### config.mk
export PLATFORM = sky130hd
export DESIGN_NAME = sct_ctrl
export DESIGN_NICKNAME = d
export VERILOG_FILES = /design/src/rtl/core/sct_pkg.sv /design/src/rtl/core/sct_ctrl.sv
export SDC_FILE = /design/constraint.sdc
export NUM_CORES = 1
export LEC_CHECK = 0
export BUFFER_PORTS_ARGS = -buffer_cell sky130_fd_sc_hd__buf_2
export CAP_MARGIN = 0
export CORE_UTILIZATION = 30
export CTS_CLUSTER_DIAMETER = 60
export CTS_CLUSTER_SIZE = 28
export DETAILED_ROUTE_END_ITERATION = 12
export GPL_ROUTABILITY_DRIVEN = 0
export PLACE_DENSITY_LB_ADDON = 0.08
export SLEW_MARGIN = 30
export SYNTH_ARGS = -nofsm -noshare
export SYNTH_HDL_FRONTEND = slang
export SYNTH_SLANG_ARGS = --single-unit
### constraint.sdc
create_clock -name clk -period 2.1 [get_ports clk]
set_input_delay 0.105 -clock clk [delete_from_list [all_inputs] [get_ports clk]]
set_output_delay 0.105 -clock clk [all_outputs]
set_load 0.02 [all_outputs]
### src/rtl/core/sct_pkg.sv
// Shared types and constants for the sparse chunked tile store.
// Used by the channel interfaces and by every module in rtl/core.
package sct_pkg;

    // Fixed field widths of the channels and configuration registers.
    localparam int COORD_W    = 32;
    localparam int CNT_W      = 7;
    localparam int SHIFT_W    = 3;
    localparam int PORT_VAL_W = 8;
    localparam int STATUS_W   = 2;
    localparam int CFG_IDX_W  = 3;
    localparam int CFG_DATA_W = 8;

    // Widths of the linear chunk index math: t = cz * count_y + cy, then
    // lin = t * count_x + cx.
    localparam int T_W   = 2 * CNT_W + 1;
    localparam int LIN_W = 3 * CNT_W + 2;

    // Default geometry handed to the top-level parameters.
    localparam int DEF_MAX_CHUNK_SHIFT = 4;
    localparam int DEF_MAX_CHUNKS      = 64;
    localparam int DEF_VALUE_BITS      = 8;

    // Command field encoding.
    localparam logic CMD_READ  = 1'b0;
    localparam logic CMD_WRITE = 1'b1;

    // Result status codes.
    typedef enum logic [STATUS_W-1:0] {
        ST_DONE    = 2'd0,
        ST_RANGE   = 2'd1,
        ST_UNALLOC = 2'd2
    } status_t;

    // Configuration register indexes.
    typedef enum logic [CFG_IDX_W-1:0] {
        CFG_CHUNK_SHIFT = 3'd0,
        CFG_COUNT_X     = 3'd1,
        CFG_COUNT_Y     = 3'd2,
        CFG_COUNT_Z     = 3'd3,
        CFG_FILL_VALUE  = 3'd4
    } cfg_idx_t;

    // Reset values of the configuration registers.
    localparam logic [SHIFT_W-1:0]    RST_CHUNK_SHIFT = 3'd4;
    localparam logic [CNT_W-1:0]      RST_COUNT       = 7'd4;
    localparam logic [PORT_VAL_W-1:0] RST_FILL_VALUE  = 8'd0;

    // Current configuration as seen by the datapath.
    typedef struct packed {
        logic [SHIFT_W-1:0]    chunk_shift;
        logic [CNT_W-1:0]      count_x;
        logic [CNT_W-1:0]      count_y;
        logic [CNT_W-1:0]      count_z;
        logic [PORT_VAL_W-1:0] fill_value;
    } cfg_t;

    // Commands from the controller to the datapath.
    typedef struct packed {
        logic load_in;
        logic split;
        logic lin_load;
        logic tile_write;
        logic fill_start;
        logic fill_write;
        logic mem_read;
        logic push_out;
    } sct_cmd_t;

    // Status from the datapath to the controller.
    typedef struct packed {
        logic oor;
        logic is_write;
        logic alloc_hit;
        logic fill_last;
        logic out_free;
    } sct_sts_t;

endpackage

### src/rtl/core/sct_ctrl.sv
// Controller state machine of the sparse chunked tile store: sequences the
// address stages, the memory access or allocation fill, and the result push.
// Depends on sct_pkg.
module sct_ctrl (
    input  logic               clk,
    input  logic               rst_n,
    input  logic               req_valid,
    output logic               req_ready,
    output sct_pkg::sct_cmd_t  cmd,
    input  sct_pkg::sct_sts_t  sts
);
    import sct_pkg::*;

    typedef enum logic [5:0] {
        S_IDLE   = 6'b000001,
        S_SPLIT  = 6'b000010,
        S_LIN    = 6'b000100,
        S_DECIDE = 6'b001000,
        S_FILL   = 6'b010000,
        S_RESP   = 6'b100000
    } state_t;

    state_t state_reg;
    state_t state_next;

    assign req_ready = (state_reg == S_IDLE);

    // Next state and datapath commands.
    always_comb
    begin
        state_next = state_reg;
        cmd        = '0;
        case (state_reg)
            S_IDLE:
            begin
                if (req_valid)
                begin
                    cmd.load_in = 1'b1;
                    state_next  = S_SPLIT;
                end
            end
            S_SPLIT:
            begin
                cmd.split  = 1'b1;
                state_next = S_LIN;
            end
            S_LIN:
            begin
                cmd.lin_load = 1'b1;
                state_next   = S_DECIDE;
            end
            S_DECIDE:
            begin
                state_next = S_RESP;
                if (!sts.oor)
                begin
                    if (sts.is_write && sts.alloc_hit)
                        cmd.tile_write = 1'b1;
                    else if (sts.is_write)
                    begin
                        cmd.fill_start = 1'b1;
                        state_next     = S_FILL;
                    end
                    else if (sts.alloc_hit)
                        cmd.mem_read = 1'b1;
                end
            end
            S_FILL:
            begin
                cmd.fill_write = 1'b1;
                if (sts.fill_last)
                    state_next = S_RESP;
            end
            S_RESP:
            begin
                if (sts.out_free)
                begin
                    cmd.push_out = 1'b1;
                    state_next   = S_IDLE;
                end
            end
            default:
            begin
                state_next = S_IDLE;
            end
        endcase
    end

    always_ff @(posedge clk or negedge rst_n)
    begin
        if (!rst_n)
            state_reg <= S_IDLE;
        else
            state_reg <= state_next;
    end

    // An accepted beat always starts the address split.
    a_accept_split: assert property (@(posedge clk) disable iff (!rst_n)
        (req_valid && req_ready) |=> (state_reg == S_SPLIT))
        else $error("accepted beat did not start address split");

    // The fill sweep runs until its last tile.
    a_fill_holds: assert property (@(posedge clk) disable iff (!rst_n)
        (state_reg == S_FILL && !sts.fill_last) |=> (state_reg == S_FILL))
        else $error("fill sweep left early");

    // After a result push the block is free for the next beat.
    a_push_idle: assert property (@(posedge clk) disable iff (!rst_n)
        cmd.push_out |=> (state_reg == S_IDLE))
        else $error("no return to idle after result push");

endmodule

Word-level counts from Yosys, hierarchy flattened --
Index checks and enable logic that the tools add are counted.
Operators by class: eq/ne operators 9, multiplexer cells 24, reduce and logical (&&, ||, !) cells 2
Operators with widths (number):
- 2-to-1 mux 6 bit | 6
- case mux 6 bit (6 select lines) | 1
- 2-to-1 mux 1 bit | 15
- == test 6 x 1 -> 1 bit (second input constant) | 1
- == test 6 x 2 -> 1 bit (second input constant) | 1
- == test 6 x 3 -> 1 bit (second input constant) | 1
- == test 6 x 4 -> 1 bit (second input constant) | 1
- == test 6 x 5 -> 1 bit (second input constant) | 1
- == test 6 bit (second input constant) | 1
- inequality test 2 bit (second input constant) | 3
- 2-to-1 mux 2 bit | 2
- AND reduction 3 bit | 1
- logical AND 1 bit | 1
Word-level totals: bits in registers 6, output and inout port bits 9, word-level logic and storage cells 36

Logic depth before layout (Yosys ltp) --
depth after elaboration 5, depth in mapped cells 5, depth with buffers taken out 4

Worst setup path before layout --
No wires, ideal clock.
kind flip-flop to output port, from register state_reg[5], to output cmd[1] in the netlist's numbering, data arrival time 1859 ps, path slack 136 ps, cell stages (with the launch flop) 4, path buffers 0, path through dfrtp_1 or4_4 nand2b_4 nor4b_1
RTL lines:
- start, declared | line sct_ctrl.sv:23 | state_t state_reg;
- start signal, assigned | line sct_ctrl.sv:94 | state_reg <= state_next;
- end, declared | line sct_ctrl.sv:9 | output sct_pkg::sct_cmd_t cmd,

==> results.txt <==
The flow ran to the end, and the final reports show no timing, DRC or antenna violations. The post-synthesis cell type count is 27. The worst path required time is 2.00 ns.

The setup path with the least slack is of type flip-flop to output port. The placed instance count is 77. The worst hold path belongs to the class input pin to flip-flop. The number of search-and-repair iterations in the first detailed-routing pass came out at 1.

The growth of design area from synthesis to finish came out at 27.7%. The DRC marker count from the first detailed-route iteration is 0. The transition at the pin with the smallest max-transition slack came out at 0.470 ns. The all-layer global routing usage is 0.136. The count of vias placed by the detailed router came out at 410. The share of synthesized area occupied by flip-flops and latches came out at 0.339.

The post-synthesis share of cell area spent on xor and xnor gates came out at 0.0196. The detailed router used layers up to and including met4. The number of top-level pins is 17. The critical path goes through or4_4 -> nand2b_4 -> nor4b_1 -> buf_2. The final sum of negative setup slack is 0 ns.

Fill cells in the final layout number 145. Detailed placement finished with a half-perimeter wire length of 701 um. The synthesis-stage register bit count came out at 6.

The share of post-route cells with drive strength above 1 is 0.388. The synthesized design spends more area on one cell type than any other, namely dfrtp_1. Summed over all layers, the global routing overflow is 0. The routed length on met2 came out at 425 um. The total power divided by cell area came out at 1110 nW/um2. Summing all flip-flop and latch instances after layout gives 151 um2. The largest incremental delay on the critical path came out at 0.58 ns. The max-slew violation count came out at 0. In the post-synthesis netlist, the biggest area contributors are dfrtp_1 (28%), dfstp_2 (5.9%), nor2b_1 (5.6%).

When the netlist entered floorplanning its net count stood at 55. The wire length of the first global-routing pass came out at 1390 um. The TritonCTS clock tree is yes. Across the run, the number of max-cap violations was 0.

In the layout the commonest cells are buf_2 (16), nor2_1 (5), dfrtp_1 (5). The Yosys warning count is 0. The count of buffers inserted at the top-level ports came out at 16. The slowest cell on the critical path is or4_4.

The length in cells of the worst reg-to-reg path came out at 4. The clock root buffer is clkbuf_4. Leaving out fill and tap cells, the most frequent cell in the layout is buf_2. The kind of start point of the critical path is a flip-flop.

In this run the cell area of the synthesized design comes to 447 um2. The count of nets left with antenna violations after detail routing came out at 0. Clock latency on the worst-skew pair, taken at its later pin, is 0.25 ns. The post-layout instance count excluding filler cells is 82. The most critical setup path has its startpoint at state_reg[5]. The amount of wire on met3 after detailed routing is 48 um. Power comes to 0.000632 W. Setup repair after global routing left no endpoint under its margin. The number of antenna diodes in the final layout is 0. The destination of the critical timing path is cmd[1]. Entering global routing, the biggest net connects 10 pins.

The total length of routed wires is 908 um. The total number of clock tree sinks is 6. The post-route fraction of the period consumed by the critical path came out at 0.935.

For flop-to-flop paths, the worst setup slack is 0.49 ns. The setup-violating endpoint count in the final report is 0. The synthesized area per cell came out at 9.50 um2.

The via-per-instance ratio is 5.00. The sum of routed wire segments on met1 is 430 um. STA classifies the critical path endpoint as an output port. The adder and majority cell fraction of the synthesized area came out at 0.

Of all nets on the critical path, the largest fanout is 7. The number of buffers inserted to repair setup after CTS is 0. Headroom to the max-slew limit came out at 0.684.

The startpoint identified for the worst register-to-register timing path is state_reg[2]. For the worst setup path, the data arrival time is 1.86 ns. The full die area is 1650 um2. The worst clock skew on the final layout is 0.00678 ns. The number of H-tree branching levels is 1. The maximum count of clock buffers along a single path is 2. The standard cell core area is 1350 um2. The compound-cell area share of the yosys netlist came to 0.118.

The final layout contains 76 nets. The routed wire length per instance came out at 11.1 um. The worst path in the final design needs a cycle of 1.96 ns, including I/O delays and setup. The static leakage is 0.290 nW. The site row count is 13. The worst register-to-register path ends at state_reg[5].

The number of failing hold endpoints at the final stage came out at 0. The floorplan die height came out at 40.6 um. The number of global-route vias before repair came out at 330. The total clock buffers created by CTS came out at 3. The flip-flop count of the largest register after layout came out at 6.

The post-synthesis simple-gate area fraction is 0.473. The clock slew seen by the registers of the worst setup and hold paths is 0.05 ns. The dominant combinational cell family by area after synthesis is simple AND/OR/NAND/NOR gates. The multiplexer fraction of the synthesized cell area came out at 0. The count of instances resized after the clock tree is built came out at 0.

The count of mapped cells out of synthesis is 47. The peak ir drop on the vdd network came out at 0.000564 V. The highest achievable clock rate came out at 509 MHz. The post-detailed-route DRC marker count came out at 0.

The die boundary width came out at 40.6 um. The multi-input combinational cells in the finished layout cover a total of 273 um2. The share of synthesized area in the top cell type comes to 0.280. The initial cell density of the core is 0.331. The number of antenna violations at the first check in global routing is 0.
## repair_timing
action,CTS,global route
hold buffers,1,0
endpoints found under the hold margin,6,0
setup endpoints to repair,0,0
## synthesized netlist by cell type
cell      n
or4_4     2
dfstp_2   1
nor2b_2   1
dfrtp_1   5
nor4b_1   1
o32ai_1   1
or3b_2    1
nor2b_1   4
buf_6     1
nor3b_4   1
and4b_1   1
nor4_1    1
nand3b_1  1
xor2_1    1
a21o_1    1
and3b_1   1
o211ai_1  1
nor3_1    1
nor3b_1   3
a21oi_1   2
and2_1    3
nand2b_4  1
a221oi_1  1
o21ai_0   2
nor2_1    5
inv_1     3
and2b_1   1
## cell families after synthesis
family | count (synthesis)
AOI/OAI and AO/OA | 8
xor gates and xnor gates | 1
buffers and inverters | 4
DFF | 6
and+or+nand+nor | 28
## final cells by class
cell class | instances | share of cell area
multi-input cells | 37 | 0.478
flip-flops and latches | 6 | 0.265
repair buffers | 17 | 0.158
clock buffers | 4 | 0.0461
well taps | 15 | 0.0329
inverters | 3 | 0.0197
## worst min-delay path by stage
stage,depth (start not counted),end,start
floorplan,0,state_reg[1],rst_n
global placement,1,state_reg[3],rst_n
detailed placement,1,state_reg[3],rst_n
CTS,2,state_reg[5],sts[0]
global route,2,state_reg[5],sts[0]
finish,2,state_reg[5],sts[0]
## worst max-delay path: cells and delay by family, from the launching register on
family	cells	cell delay [ns]
DFF	1	0.44
and+or+nand+nor	3	0.97
buffers and inverters	1	0.21
## where the power goes
part,switching [W],internal (W)
combinational,0.000149,0.000160
sequential,0.0000522,0.000151
clock,0.0000475,0.0000723
## routing by layer
layer | global-route usage | vias to the layer above
met5 | 0 | -
met4 | 0.0750 | 0
met3 | 0.0500 | 2
met2 | 0.198 | 10
met1 | 0.171 | 190
li1 | - | 208
## stage by stage
step                      setup slack [ns]   util  hold WS (ns)  instance area, um2
after CTS                            0.119  0.423        0.0640                 571
after global routing                0.0562  0.423        0.0779                 571
after floorplan                      0.136      -        -0.191                 447
final                                0.136  0.423        0.0647                 571
after global placement               0.410  0.396       -0.0591                 534
after detailed placement             0.389  0.396       -0.0610                 534
No activity file was read; power rests on OpenSTA's default activity.
