[config.mk]
export PLATFORM = sky130hd
export DESIGN_NAME = sct_cfg_regs_flat
export DESIGN_NICKNAME = d
export VERILOG_FILES = /design/src/rtl/core/sct_pkg.sv /design/src/rtl/core/sct_ifs.sv /design/src/rtl/core/sct_cfg_regs.sv /design/src/flat_wrapper.sv
export SDC_FILE = /design/constraint.sdc
export NUM_CORES = 1
export LEC_CHECK = 0
export ABC_CLOCK_PERIOD_IN_PS = 880
export BUFFER_PORTS_ARGS = -buffer_cell sky130_fd_sc_hd__buf_2
export CORE_MARGIN = 2
export CORE_UTILIZATION = 43
export CTS_CLUSTER_DIAMETER = 50
export DETAILED_ROUTE_END_ITERATION = 10
export GPL_ROUTABILITY_DRIVEN = 1
export PLACE_DENSITY = 0.8
export SKIP_CTS_REPAIR_TIMING = 1
export SYNTH_ARGS = -nofsm -noshare
export SYNTH_HDL_FRONTEND = slang
export SYNTH_SLANG_ARGS = --single-unit
[constraint.sdc]
create_clock -name clk -period 0.88 [get_ports clk]
set_clock_uncertainty 0.2 [all_clocks]
set_input_delay 0.132 -clock clk [delete_from_list [all_inputs] [get_ports clk]]
set_output_delay 0.132 -clock clk [all_outputs]
set_load 0.02 [all_outputs]
[src/rtl/core/sct_pkg.sv]
// Shared types and constants for the sparse chunked tile store.
// Used by the channel interfaces and by every module in rtl/core.
package sct_pkg;

    // Fixed field widths of the channels and configuration registers.
    localparam int COORD_W    = 32;
    localparam int CNT_W      = 7;
    localparam int SHIFT_W    = 3;
    localparam int PORT_VAL_W = 8;
    localparam int STATUS_W   = 2;
    localparam int CFG_IDX_W  = 3;
    localparam int CFG_DATA_W = 8;

    // Widths of the linear chunk index math: t = cz * count_y + cy, then
    // lin = t * count_x + cx.
    localparam int T_W   = 2 * CNT_W + 1;
    localparam int LIN_W = 3 * CNT_W + 2;

    // Default geometry handed to the top-level parameters.
    localparam int DEF_MAX_CHUNK_SHIFT = 4;
    localparam int DEF_MAX_CHUNKS      = 64;
    localparam int DEF_VALUE_BITS      = 8;

    // Command field encoding.
    localparam logic CMD_READ  = 1'b0;
    localparam logic CMD_WRITE = 1'b1;

    // Result status codes.
    typedef enum logic [STATUS_W-1:0] {
        ST_DONE    = 2'd0,
        ST_RANGE   = 2'd1,
        ST_UNALLOC = 2'd2
    } status_t;

    // Configuration register indexes.
    typedef enum logic [CFG_IDX_W-1:0] {
        CFG_CHUNK_SHIFT = 3'd0,
        CFG_COUNT_X     = 3'd1,
        CFG_COUNT_Y     = 3'd2,
        CFG_COUNT_Z     = 3'd3,
        CFG_FILL_VALUE  = 3'd4
    } cfg_idx_t;

    // Reset values of the configuration registers.
    localparam logic [SHIFT_W-1:0]    RST_CHUNK_SHIFT = 3'd4;
    localparam logic [CNT_W-1:0]      RST_COUNT       = 7'd4;
    localparam logic [PORT_VAL_W-1:0] RST_FILL_VALUE  = 8'd0;

    // Current configuration as seen by the datapath.
    typedef struct packed {
        logic [SHIFT_W-1:0]    chunk_shift;
        logic [CNT_W-1:0]      count_x;
        logic [CNT_W-1:0]      count_y;
        logic [CNT_W-1:0]      count_z;
        logic [PORT_VAL_W-1:0] fill_value;
    } cfg_t;

    // Commands from the controller to the datapath.
    typedef struct packed {
        logic load_in;
        logic split;
        logic lin_load;
        logic tile_write;
        logic fill_start;
        logic fill_write;
        logic mem_read;
        logic push_out;
    } sct_cmd_t;

    // Status from the datapath to the controller.
    typedef struct packed {
        logic oor;
        logic is_write;
        logic alloc_hit;
        logic fill_last;
        logic out_free;
    } sct_sts_t;

endpackage

[src/rtl/core/sct_ifs.sv]


interface sct_cfg_if;
    import sct_pkg::*;

    logic                  valid;
    logic                  ready;
    logic [CFG_IDX_W-1:0]  index;
    logic [CFG_DATA_W-1:0] data;

    modport source (output valid, index, data, input ready);
    modport sink   (input valid, index, data, output ready);
endinterface

[src/rtl/core/sct_cfg_regs.sv]
// Configuration register file of the sparse chunked tile store.
// Depends on sct_pkg and the sct_cfg_if interface.
module sct_cfg_regs (
    input  logic          clk,
    input  logic          rst_n,
    sct_cfg_if.sink       cfg,
    output sct_pkg::cfg_t regs
);
    import sct_pkg::*;

    cfg_t regs_reg;
    cfg_t regs_next;

    // Writes are always taken.
    assign cfg.ready = 1'b1;

    // Decode a write beat into the addressed register; unknown indexes are dropped.
    always_comb
    begin
        regs_next = regs_reg;
        if (cfg.valid)
        begin
            case (cfg.index)
                CFG_CHUNK_SHIFT: regs_next.chunk_shift = cfg.data[SHIFT_W-1:0];
                CFG_COUNT_X:     regs_next.count_x     = cfg.data[CNT_W-1:0];
                CFG_COUNT_Y:     regs_next.count_y     = cfg.data[CNT_W-1:0];
                CFG_COUNT_Z:     regs_next.count_z     = cfg.data[CNT_W-1:0];
                CFG_FILL_VALUE:  regs_next.fill_value  = cfg.data[PORT_VAL_W-1:0];
                default:         regs_next = regs_reg;
            endcase
        end
    end

    always_ff @(posedge clk or negedge rst_n)
    begin
        if (!rst_n)
        begin
            regs_reg.chunk_shift <= RST_CHUNK_SHIFT;
            regs_reg.count_x     <= RST_COUNT;
            regs_reg.count_y     <= RST_COUNT;
            regs_reg.count_z     <= RST_COUNT;
            regs_reg.fill_value  <= RST_FILL_VALUE;
        end
        else
        begin
            regs_reg <= regs_next;
        end
    end

    assign regs = regs_reg;

endmodule

[src/flat_wrapper.sv]
// flat-port wrapper written by rule: the top's interface ports become plain ports
module sct_cfg_regs_flat import sct_pkg::*;
  (clk, rst_n, regs, cfg_valid, cfg_index, cfg_data, cfg_ready);
  sct_cfg_if cfg_i ();
  input  logic clk;
  input  logic rst_n;
  output sct_pkg::cfg_t regs;
  input wire logic [$bits(cfg_i.valid)-1:0] cfg_valid;
  input wire logic [$bits(cfg_i.index)-1:0] cfg_index;
  input wire logic [$bits(cfg_i.data)-1:0] cfg_data;
  output wire logic [$bits(cfg_i.ready)-1:0] cfg_ready;
  assign cfg_i.valid = cfg_valid;
  assign cfg_i.index = cfg_index;
  assign cfg_i.data = cfg_data;
  assign cfg_ready = cfg_i.ready;
  sct_cfg_regs u_core (.clk(clk), .rst_n(rst_n), .cfg(cfg_i), .regs(regs));
endmodule
======== Word level (Yosys, flattened, before mapping) ========
Index checks and enable logic that the tools add are counted.
word-level totals
  bits in registers ....................... 32
  output and inout bits ................... 33
cells by class
  eq/ne operators ......................... 4
  reduce and logical (&&, ||, !) cells .... 6
operator list
  cell                  count
  $reduce_and A2 Y1     5
  $eq A3 B2 Y1 const B  2
  $eq A3 B1 Y1 const B  1
  $eq A3 B3 Y1 const B  1
  $logic_not A3 Y1      1

======== Depth between registers and ports, before layout ========
Gate-level depths: netlist of the first run.
  depth after elaboration ................. 2
  depth in mapped cells ................... 3
  gate-level depth less buffers ........... 2

======== Worst setup path before layout of the first run ========
OpenSTA, ideal clock, no wires.
  kind .................................... input-to-reg
  start ................................... in cfg_index[1]
  end ..................................... reg u_core.regs_reg (netlist bit u_core.regs[0])
  data arrival time ....................... 0.830 ns
  required time ........................... 0.555 ns
  setup slack ............................. -0.276 ns
  cell stages on the path ................. 3
  path buffers ............................ 1
  cells stage by stage .................... and4bb_1 > buf_6 > mux2_4
on the way
  word-level cells in the longest chain between the ends .. 2
RTL lines
  item                                line                RTL
  start: declaration                  flat_wrapper.sv:9   input wire logic [$bits(cfg_i.index)-1:0] cfg_index;
  $eq A3 B3 Y1                        sct_cfg_regs.sv:23  case (cfg.index)
  $reduce_and A2 Y1 (no source line)  n/a
  end signal: assignment              sct_cfg_regs.sv:46  regs_reg <= regs_next;
  end: declaration                    sct_cfg_regs.sv:11  cfg_t regs_reg;
Every way passes these cells.
A chain may end at the register's enable or synchronous reset.

======== Worst setup path after layout of the first run ========
  start ................................... reg u_core.regs_reg (netlist bit u_core.regs[17])
  end ..................................... out regs[17] (netlist bit)
RTL lines
  item              line               RTL
  end: declaration  flat_wrapper.sv:7  output sct_pkg::cfg_t regs;
No word-level cell between the ends.

==> results of run 1 <==
[synthesized netlist by cell type]
library cell	number	area, um^2
and4bb_1	3	37.54
buf_4	1	7.510
buf_6	3	33.78
conb_1	1	3.750
dfrtp_1	28	700.7
dfstp_2	4	105.1
mux2_2	24	270.3
mux2_4	8	120.1
nand4b_2	1	15.01
nor4b_4	1	23.77
[cells by family (layout without fill, tap and decap cells)]
kind of cell  Yosys count  in the layout  share of synthesized area (%)
other cells             1              1                         0.2846
simple gates            5              5                          5.793
mux                    32             32                          29.63
buf+inv                 4             75                          3.134
flops                  32             32                          61.16
[area by class of cell]
class / instances / area [um^2] / area share (%)
timing repair buffer: 67 / 675.6 / 31.38
clock inverter: 2 / 10.01 / 0.4648
multi-input combinational: 38 / 561.8 / 26.09
clock buffer: 6 / 51.30 / 2.382
tap: 33 / 41.29 / 1.917
sequential: 32 / 813.3 / 37.77
[cell usage in the layout, fill, tap and decap left out, types with 3 or more instances in the layout]
| master | count |
|---|---|
| mux2_4 | 30 |
| dfstp_2 | 4 |
| buf_4 | 11 |
| buf_6 | 42 |
| clkbuf_4 | 5 |
| buf_12 | 3 |
| dfrtp_1 | 22 |
| dfrtp_2 | 6 |
| buf_2 | 10 |
[worst min-delay path by stage]
stage	start	to	cells after the start	slack (ps)
4_1_cts	rst_n	u_core.regs[9]$_DFFE_PN0P_	1	-570
3_5_place_dp	rst_n	u_core.regs[30]$_DFFE_PN0P_	1	-190
2_1_floorplan	rst_n	u_core.regs[0]$_DFFE_PN0P_	0	-360
6_report	cfg_data[7]	u_core.regs[7]$_DFFE_PN0P_	2	-170
3_3_place_gp	rst_n	u_core.regs[30]$_DFFE_PN0P_	1	-200
5_1_grt	cfg_data[7]	u_core.regs[7]$_DFFE_PN0P_	2	-190
[power by group through the flow]
stage               combinational, W  clock [W]  sequential [W]
finish                       0.00208   0.000898         0.00212
CTS                          0.00136   0.000909         0.00201
global route                 0.00218   0.000978         0.00215
global placement             0.00133          0         0.00202
floorplan                   0.000439          0         0.00244
detailed placement           0.00135          0         0.00204
[layer usage]
| metal | wire length, um | GRT usage, % | share of wire, % |
|---|---|---|---|
| met5 | 0 | 0 | 0 |
| met4 | 113 | 12.66 | 3.2 |
| met3 | 179 | 4.148 | 5.1 |
| met2 | 1839 | 24.80 | 52 |
| met1 | 1378 | 22.13 | 39 |
[through the flow]
stage          total power (W)  TNS [ps]  util, %  setup WS (ps)
6_report              0.005096    -16330    72.31         -458.2
5_1_grt               0.005306    -18020    72.31         -500.8
4_1_cts               0.004277    -15560    59.08         -499.3
3_5_place_dp          0.003389    -15550    57.02         -520.7
3_3_place_gp          0.003353    -15100    57.02         -495.2
2_1_floorplan         0.002876     -7607        -         -275.6
==> impl_metrics.yaml, run 1 <==
setup_path:
  crit_slowest_cell: "dfstp_2"
  critPathKind: "reg2out"
  cp.arrival_ps: 1010
  worstPathCellList: "buf_6"
  slowest_delay_ps: 560
  start_kind: "flop"
  end_kind: "output pin"
  path_depth: 1
  crit_family: "flip-flops"
  required_ps: 550
  worstReg2RegStart: "u_core.regs[30]$_DFFE_PN0P_"
  r2r_cells: 2
  r2r_end: "u_core.regs[30]$_DFFE_PN0P_"
  ff2ff_setup_slack_ps: -260
  crit_buf_inv: 1
  crit_end: "regs[17]"
  crit_fanout: 2
  crit_start: "u_core.regs[17]$_DFFE_PN1P_"
yosys:
  yosysWarnings: 0
  ys_seq_area_share_pct: 61.16
  ys_ff_latch: 32
  syn_nets: 88
  synth.avg_cell_area_um2: 17.80
  syn-instance-count: 74
  netlist-cell-type-count: 10
  netlist_area_um2: 1318
worst_hold_path:
  hold_path_class: "in2reg"
timing:
  fin_crit_sh_pct: 152.1
  slew_violations: 0
  finalHoldViolations: 33
  setup_slack_ps: -458.2
  rsz0062_at_grt: "yes"
  timing.hold.ws_ps: -168.7
  setup-violations-final: 64
  fin_crit_ps: 1338
  fmax_ghz: 0.7473
routing:
  ant_nets: 0
  via_count: 928
  avgViaCountPerCell: 5.213
  wl_um: 3511
  dr.pass1.iters: 2
  drc: 0
  dr.first_iter.drc_count: 30
  wl_per_cell_um: 19.72
clocking:
  clk_latency_ps: 330
  cts_tree: "yes"
  cts_buffers: 5
  clockBufferDepth: 2
  ctsHtreeMaxLevel: 2
  clk_pin_slew_worst_paths_ps: 100
  clock-sinks: 32
  cts-root-buf: "clkbuf_4"
cells_and_area:
  fin_area_um2: 2153
  final_nets: 158
  final_layout_size_suffix_gt1_share_pct: 82.07
  largest_reg_flops: 32
  finalNonFillerCells: 178
  fillCellCount: 180
  antenna_cells: 0
  syn2layout_area_growth_pct: 63.44
die:
  dieArea_um2: 3523
  core_area_um2: 2978
  io_pins: 47
  rows: 20
  die_w_um: 59.36
  die_h_um: 59.36
  start_util_pct: 44.24
placement:
  placed_cells: 156
  dpl-instance-area_um2: 1698
  gp_congestion: 0.6940
  io_buffer_count: 45
pwr:
  seq_power_share_pct: 41.5
  switching_share_pct: 31.81
  intPower_w: 0.003475
  ir_drop_mv: 0.9084
  p_switching_w: 0.001621
  combPwrFrac_pct: 40.9
  p_clk_share_pct: 17.6
  cellLeakagePower_nw: 1.063
  power_density_nw_per_um2: 2367
global_route:
  grt_pass1_wl_um: 4195
  grt_max_degree: 25
  track_usage_pct: 17.13
  grt_pass1_vias: 833
  grt-ovfl-total: 0
  antenna_found_initial: 0
run_status:
  status: "complete, but fails checks"
  failed_checks: "hold timing, setup timing"
run:
  maxCapViolCount: 0
Note: power is estimated with default switching activity, not from simulation.
==> inputs of run 2 (changes only) <==
--- a/config.mk
+++ b/config.mk
@@ -5,14 +5,16 @@
 export SDC_FILE = /design/constraint.sdc
 export NUM_CORES = 1
 export LEC_CHECK = 0
+export ABC_AREA = 1
 export ABC_CLOCK_PERIOD_IN_PS = 880
-export BUFFER_PORTS_ARGS = -buffer_cell sky130_fd_sc_hd__buf_2
 export CORE_MARGIN = 2
-export CORE_UTILIZATION = 43
+export CORE_UTILIZATION = 45
 export CTS_CLUSTER_DIAMETER = 50
 export DETAILED_ROUTE_END_ITERATION = 10
+export DONT_BUFFER_PORTS = 1
 export GPL_ROUTABILITY_DRIVEN = 1
-export PLACE_DENSITY = 0.8
+export PLACE_DENSITY = 0.69
+export REMOVE_ABC_BUFFERS = 1
 export SKIP_CTS_REPAIR_TIMING = 1
 export SYNTH_ARGS = -nofsm -noshare
 export SYNTH_HDL_FRONTEND = slang
==> run 2 against run 1 <==
Hold slack worse by 560 ps. Critical path depth shrank 1. Critical path type unchanged. Global-route usage up 3.8 points. Cell count grew 39%. The run still ends with hold timing, setup timing left. First-iteration DRC count is 3.3% higher.
==> impl_metrics.yaml, run 2 <==
timing:
  fin_crit_sh_pct: 145.7
  timing.hold.ws_ps: -726.6
  fmax_ghz: 0.7801
  slew_violations: 0
  setup_slack_ps: -401.9
  finalHoldViolations: 64
  setup-violations-final: 60
  fin_crit_ps: 1282
  rsz0062_at_grt: "yes"
yosys:
  synthArstFlopShare_pct: 100.0
  yosysTopAreaCellShare_pct: 52.58
  netlist_area_um2: 1333
  ys_ff_latch: 32
  synth.avg_cell_area_um2: 8.767
  synth-edff-count: 0
  syn-instance-count: 152
  yosys.area.top_type: "dfrtp_1"
  netlist-cell-type-count: 13
  yosysWarnings: 0
  ys.flop_type: "dfrtp_1"
  synthTopCellsByArea: "dfrtp_1, nand2_1, nand3_1"
  ys_seq_area_share_pct: 60.47
  yosys.cell_count.top_type: "nand2_1"
  synth_common_cells: "nand2_1, dfrtp_1, nand3_1"
cells_and_area:
  final_nets: 230
  final_cell_mix: "nand2_1, dfrtp_1, nand3_1, buf_6, buf_4"
  fillCellCount: 199
  final_common_cell: "nand2_1"
  largest_reg_flops: 32
  antenna_cells: 0
  layout.area.seq_um2: 805.8
  fin_area_um2: 2042
  multi_input_area_um2: 494.2
  final_layout_size_suffix_gt1_share_pct: 36.87
  utilization_pct: 73.41
  finalNonFillerCells: 248
  syn2layout_area_growth_pct: 53.24
clocking:
  ctsHtreeMaxLevel: 2
  clk_latency_ps: 330
  clockBufferDepth: 2
  clk_pin_slew_worst_paths_ps: 100
  cts_tree: "yes"
  cts-root-buf: "clkbuf_4"
  clock-sinks: 32
  cts_buffers: 5
placement:
  placed_cells: 217
  dp_hpwl_um: 2314
  gp_congestion: 0.8299
  dpl-instance-area_um2: 1682
  io_buffer_count: 0
pwr:
  combPwrFrac_pct: 34.4
  seq_power_share_pct: 45.6
  power_density_nw_per_um2: 2188
  intPower_w: 0.002999
  ir_drop_mv: 2.242
  p_switching_w: 0.001469
  p_clk_share_pct: 20.1
  cellLeakagePower_nw: 1.090
  switching_share_pct: 32.87
routing:
  wl_um: 3612
  ant_nets: 0
  avgViaCountPerCell: 5.032
  wl_per_cell_um: 14.56
  dr.first_iter.drc_count: 31
  via_count: 1248
  dr.pass1.iters: 4
  drc: 0
setup_path:
  start_kind: "flop"
  crit_fanout: 2
  ff2ff_setup_slack_ps: -130
  end_kind: "output pin"
  critPathKind: "reg2out"
  cp.arrival_ps: 950
  required_ps: 550
global_route:
  grt-ovfl-total: 0
  grt_pass1_vias: 1130
  grt_pass1_wl_um: 5257
  antenna_found_initial: 0
  track_usage_pct: 20.98
  grt_max_degree: 33
die:
  die_w_um: 58.42
  start_util_pct: 47.91
  die_h_um: 58.42
  dieArea_um2: 3412
  core_area_um2: 2781
  io_pins: 47
  rows: 19
worst_hold_path:
  hold_path_class: "in2async"
run_status:
  failed_checks: "hold timing, setup timing"
  status: "complete, but fails checks"
run:
  maxCapViolCount: 0
==> run 2: cell type report <==
type	count	share of cell area, %
sequential	32	39.46
timing repair buffer	61	30.45
multi-input combinational	110	24.20
clock buffer	8	2.880
tap	31	1.900
inverter	6	1.103
==> run 2: layer usage <==
layer	vias to the layer above	routed length [um]	track usage, %
li1	604	-	-
met5	-	0	0
met2	36	1937	34.83
met1	602	1429	25.54
met3	6	200	7.253
met4	0	45	6.977
==> run 2: cell families after synthesis <==
family,after synthesis,share of synthesized area (%)
buf+inv,10,3.568
simple gates,109,35.68
flops,32,60.47
other cells,1,0.2814
==> run 2: per-stage QoR <==
stage / setup TNS (ps) / total power [W] / setup slack, ps
finish: -12460 / 0.004468 / -401.9
global placement: -2323 / 0.003125 / -91.98
global route: -14190 / 0.004667 / -431.5
floorplan: -10310 / 0.002561 / -370.7
detailed placement: -3348 / 0.003159 / -138.3
CTS: -12000 / 0.004048 / -413.7
==> run 2: path summary, 6_finish.rpt <==
path / to / startpoint / depth (start not counted)
min: u_core.regs[4]$_DFFE_PN0P_ / rst_n / 0
min in group clk: u_core.regs[10]$_DFFE_PN1P_ / cfg_valid / 4
min reg2reg: u_core.regs[26]$_DFFE_PN0P_ / u_core.regs[26]$_DFFE_PN0P_ / 2
max reg2reg: u_core.regs[17]$_DFFE_PN1P_ / u_core.regs[17]$_DFFE_PN1P_ / 2
max: regs[17] / u_core.regs[17]$_DFFE_PN1P_ / 0
max in group asynchronous: u_core.regs[24]$_DFFE_PN1P_ / rst_n / 0
==> run 2: power by group through the flow <==
| stage | clock network, W | registers [W] | logic, W |
|---|---|---|---|
| floorplan | 0 | 0.00229 | 0.000275 |
| CTS | 0.000909 | 0.00200 | 0.00114 |
| detailed placement | 0 | 0.00203 | 0.00113 |
| global placement | 0 | 0.00201 | 0.00111 |
| global route | 0.000963 | 0.00207 | 0.00164 |
| finish | 0.000897 | 0.00204 | 0.00154 |
==> inputs of run 3 (changes only) <==
--- a/config.mk
+++ b/config.mk
@@ -5,9 +5,9 @@
 export SDC_FILE = /design/constraint.sdc
 export NUM_CORES = 1
 export LEC_CHECK = 0
-export ABC_AREA = 1
 export ABC_CLOCK_PERIOD_IN_PS = 880
-export CORE_MARGIN = 2
+export CAP_MARGIN = 25
+export CORE_MARGIN = 5
 export CORE_UTILIZATION = 45
 export CTS_CLUSTER_DIAMETER = 50
 export DETAILED_ROUTE_END_ITERATION = 10
==> run 3 against run 2 <==
The run still ends with hold timing, setup timing left. Non-clock buffer count fell by 16. Clock-buffer cell count fell by 2. Fmax fell by 4.9%. Critical endpoint is now regs[24]. Largest power group unchanged.
==> impl_metrics.yaml, run 3 (same netlist as run 1, synthesis figures left out) <==
setup_path:
  required_ps: 550
  crit_family: "flip-flops"
  end_kind: "output pin"
  slowest_delay_ps: 580
  worstReg2RegStart: "u_core.regs[1]$_DFFE_PN0P_"
  r2r_end: "u_core.regs[1]$_DFFE_PN0P_"
  ff2ff_setup_slack_ps: -240
  crit_slowest_cell: "dfstp_2"
  critPathKind: "reg2out"
  start_kind: "flop"
  r2r_cells: 2
  cp.arrival_ps: 1020
  crit_fanout: 2
  worstPathCellList: "buf_12"
  crit_buf_inv: 1
placement:
  io_buffer_count: 0
  dp_hpwl_um: 1975
  gp_congestion: 0.6632
  dpl-instance-area_um2: 1663
global_route:
  grt_util_met2_pct: 20.60
  grt-ovfl-total: 0
  grt_pass1_wl_um: 4478
  globalRouteMet3Util_pct: 6.655
  antenna_found_initial: 0
  track_usage_pct: 14.24
  grt_max_degree: 33
  grt_pass1_vias: 884
  busiest_layer: "met2"
  grt_use_met1_pct: 18.31
routing:
  dr.first_iter.drc_count: 10
  drc: 0
  ant_nets: 0
  dr.pass1.iters: 3
  via_count: 810
  wl_um: 2852
  avgViaCountPerCell: 5.260
  wl_per_cell_um: 18.52
clocking:
  cts_buffers: 5
  ctsHtreeMaxLevel: 2
  clk_pin_slew_worst_paths_ps: 100
  cts_tree: "yes"
  clockBufferDepth: 2
  cts-root-buf: "clkbuf_4"
  clock-sinks: 32
  clk_latency_ps: 320
die:
  die_h_um: 64.11
  io_pins: 47
  die_w_um: 64.11
  core_area_um2: 2781
  rows: 19
  dieArea_um2: 4110
  start_util_pct: 47.37
cells_and_area:
  fin_area_um2: 1942
  final_layout_size_suffix_gt1_share_pct: 73.17
  syn2layout_area_growth_pct: 47.39
  utilization_pct: 69.82
  largest_reg_flops: 32
  final_nets: 136
  final_cell_mix: "buf_6, dfrtp_1, mux2_4, mux2_2, buf_4"
  antenna_cells: 0
  final_common_cell: "buf_6"
run:
  maxCapViolCount: 0
timing:
  rsz0062_at_grt: "yes"
  fin_crit_sh_pct: 153.2
  timing.hold.ws_ps: -713.8
  finalHoldViolations: 64
  slew_violations: 0
  fin_crit_ps: 1348
  setup-violations-final: 64
  setup_slack_ps: -467.8
  fmax_ghz: 0.7419
pwr:
  ir_drop_mv: 2.473
  cellLeakagePower_nw: 0.9301
  power_density_nw_per_um2: 2572
run_status:
  failed_checks: "hold timing, setup timing"
  status: "complete, but fails checks"
worst_hold_path:
  hold_path_class: "in2async"
[run 3: cell count changes in the layout (fill, tap and decap cells not counted), moves of 9 or more]
cell / change
nand2_1: -70
nand3_1: -25
mux2_4: +18
buf_4: -14
mux2_2: +14
nand2_2: -9
[run 3: metrics by stage]
step	TNS [ps]	setup slack, ps	total power, W	cells
global placement	-9330	-331.1	0.003498	139
CTS	-14120	-486.0	0.004627	147
floorplan	-9698	-427.5	0.002780	70
global route	-16590	-510.8	0.005220	154
finish	-14590	-467.8	0.004995	154
detailed placement	-9768	-353.6	0.003534	139
[run 3: worst max path at each step]
stage,startpoint,to,slack (ps),depth (start not counted)
global placement,cfg_index[1],u_core.regs[7]$_DFFE_PN0P_,-330,3
floorplan,cfg_index[1],u_core.regs[0]$_DFFE_PN0P_,-430,2
finish,u_core.regs[24]$_DFFE_PN1P_,regs[24],-470,1
detailed placement,cfg_index[1],u_core.regs[1]$_DFFE_PN0P_,-350,3
global route,u_core.regs[24]$_DFFE_PN1P_,regs[24],-510,1
CTS,u_core.regs[24]$_DFFE_PN1P_,regs[24],-490,1
[run 3: layout make-up]
cell class / instances / area [um^2]
Clock buffer: 6 / 41.29
Clock inverter: 2 / 35.03
Fill cell: 190 / 839.6
Multi-Input combinational cell: 38 / 508.0
Sequential cell: 32 / 805.8
Tap cell: 31 / 38.79
Timing Repair Buffer: 45 / 513.0
[run 3: layer usage]
layer	vias up	share of wire, %	wire (um)
met5	-	0	0
met4	0	1.1	32
met3	4	8.1	232
met2	36	47	1354
met1	407	43	1232
li1	363	-	-
[run 3: power breakdown]
part / total (W) / switching [W] / internal (W) / leakage, nW
Clock: 0.00109 / 0.000494 / 0.000595 / 0.0422
Combinational: 0.00181 / 0.000682 / 0.00113 / 0.510
Sequential: 0.00210 / 0.000269 / 0.00183 / 0.378
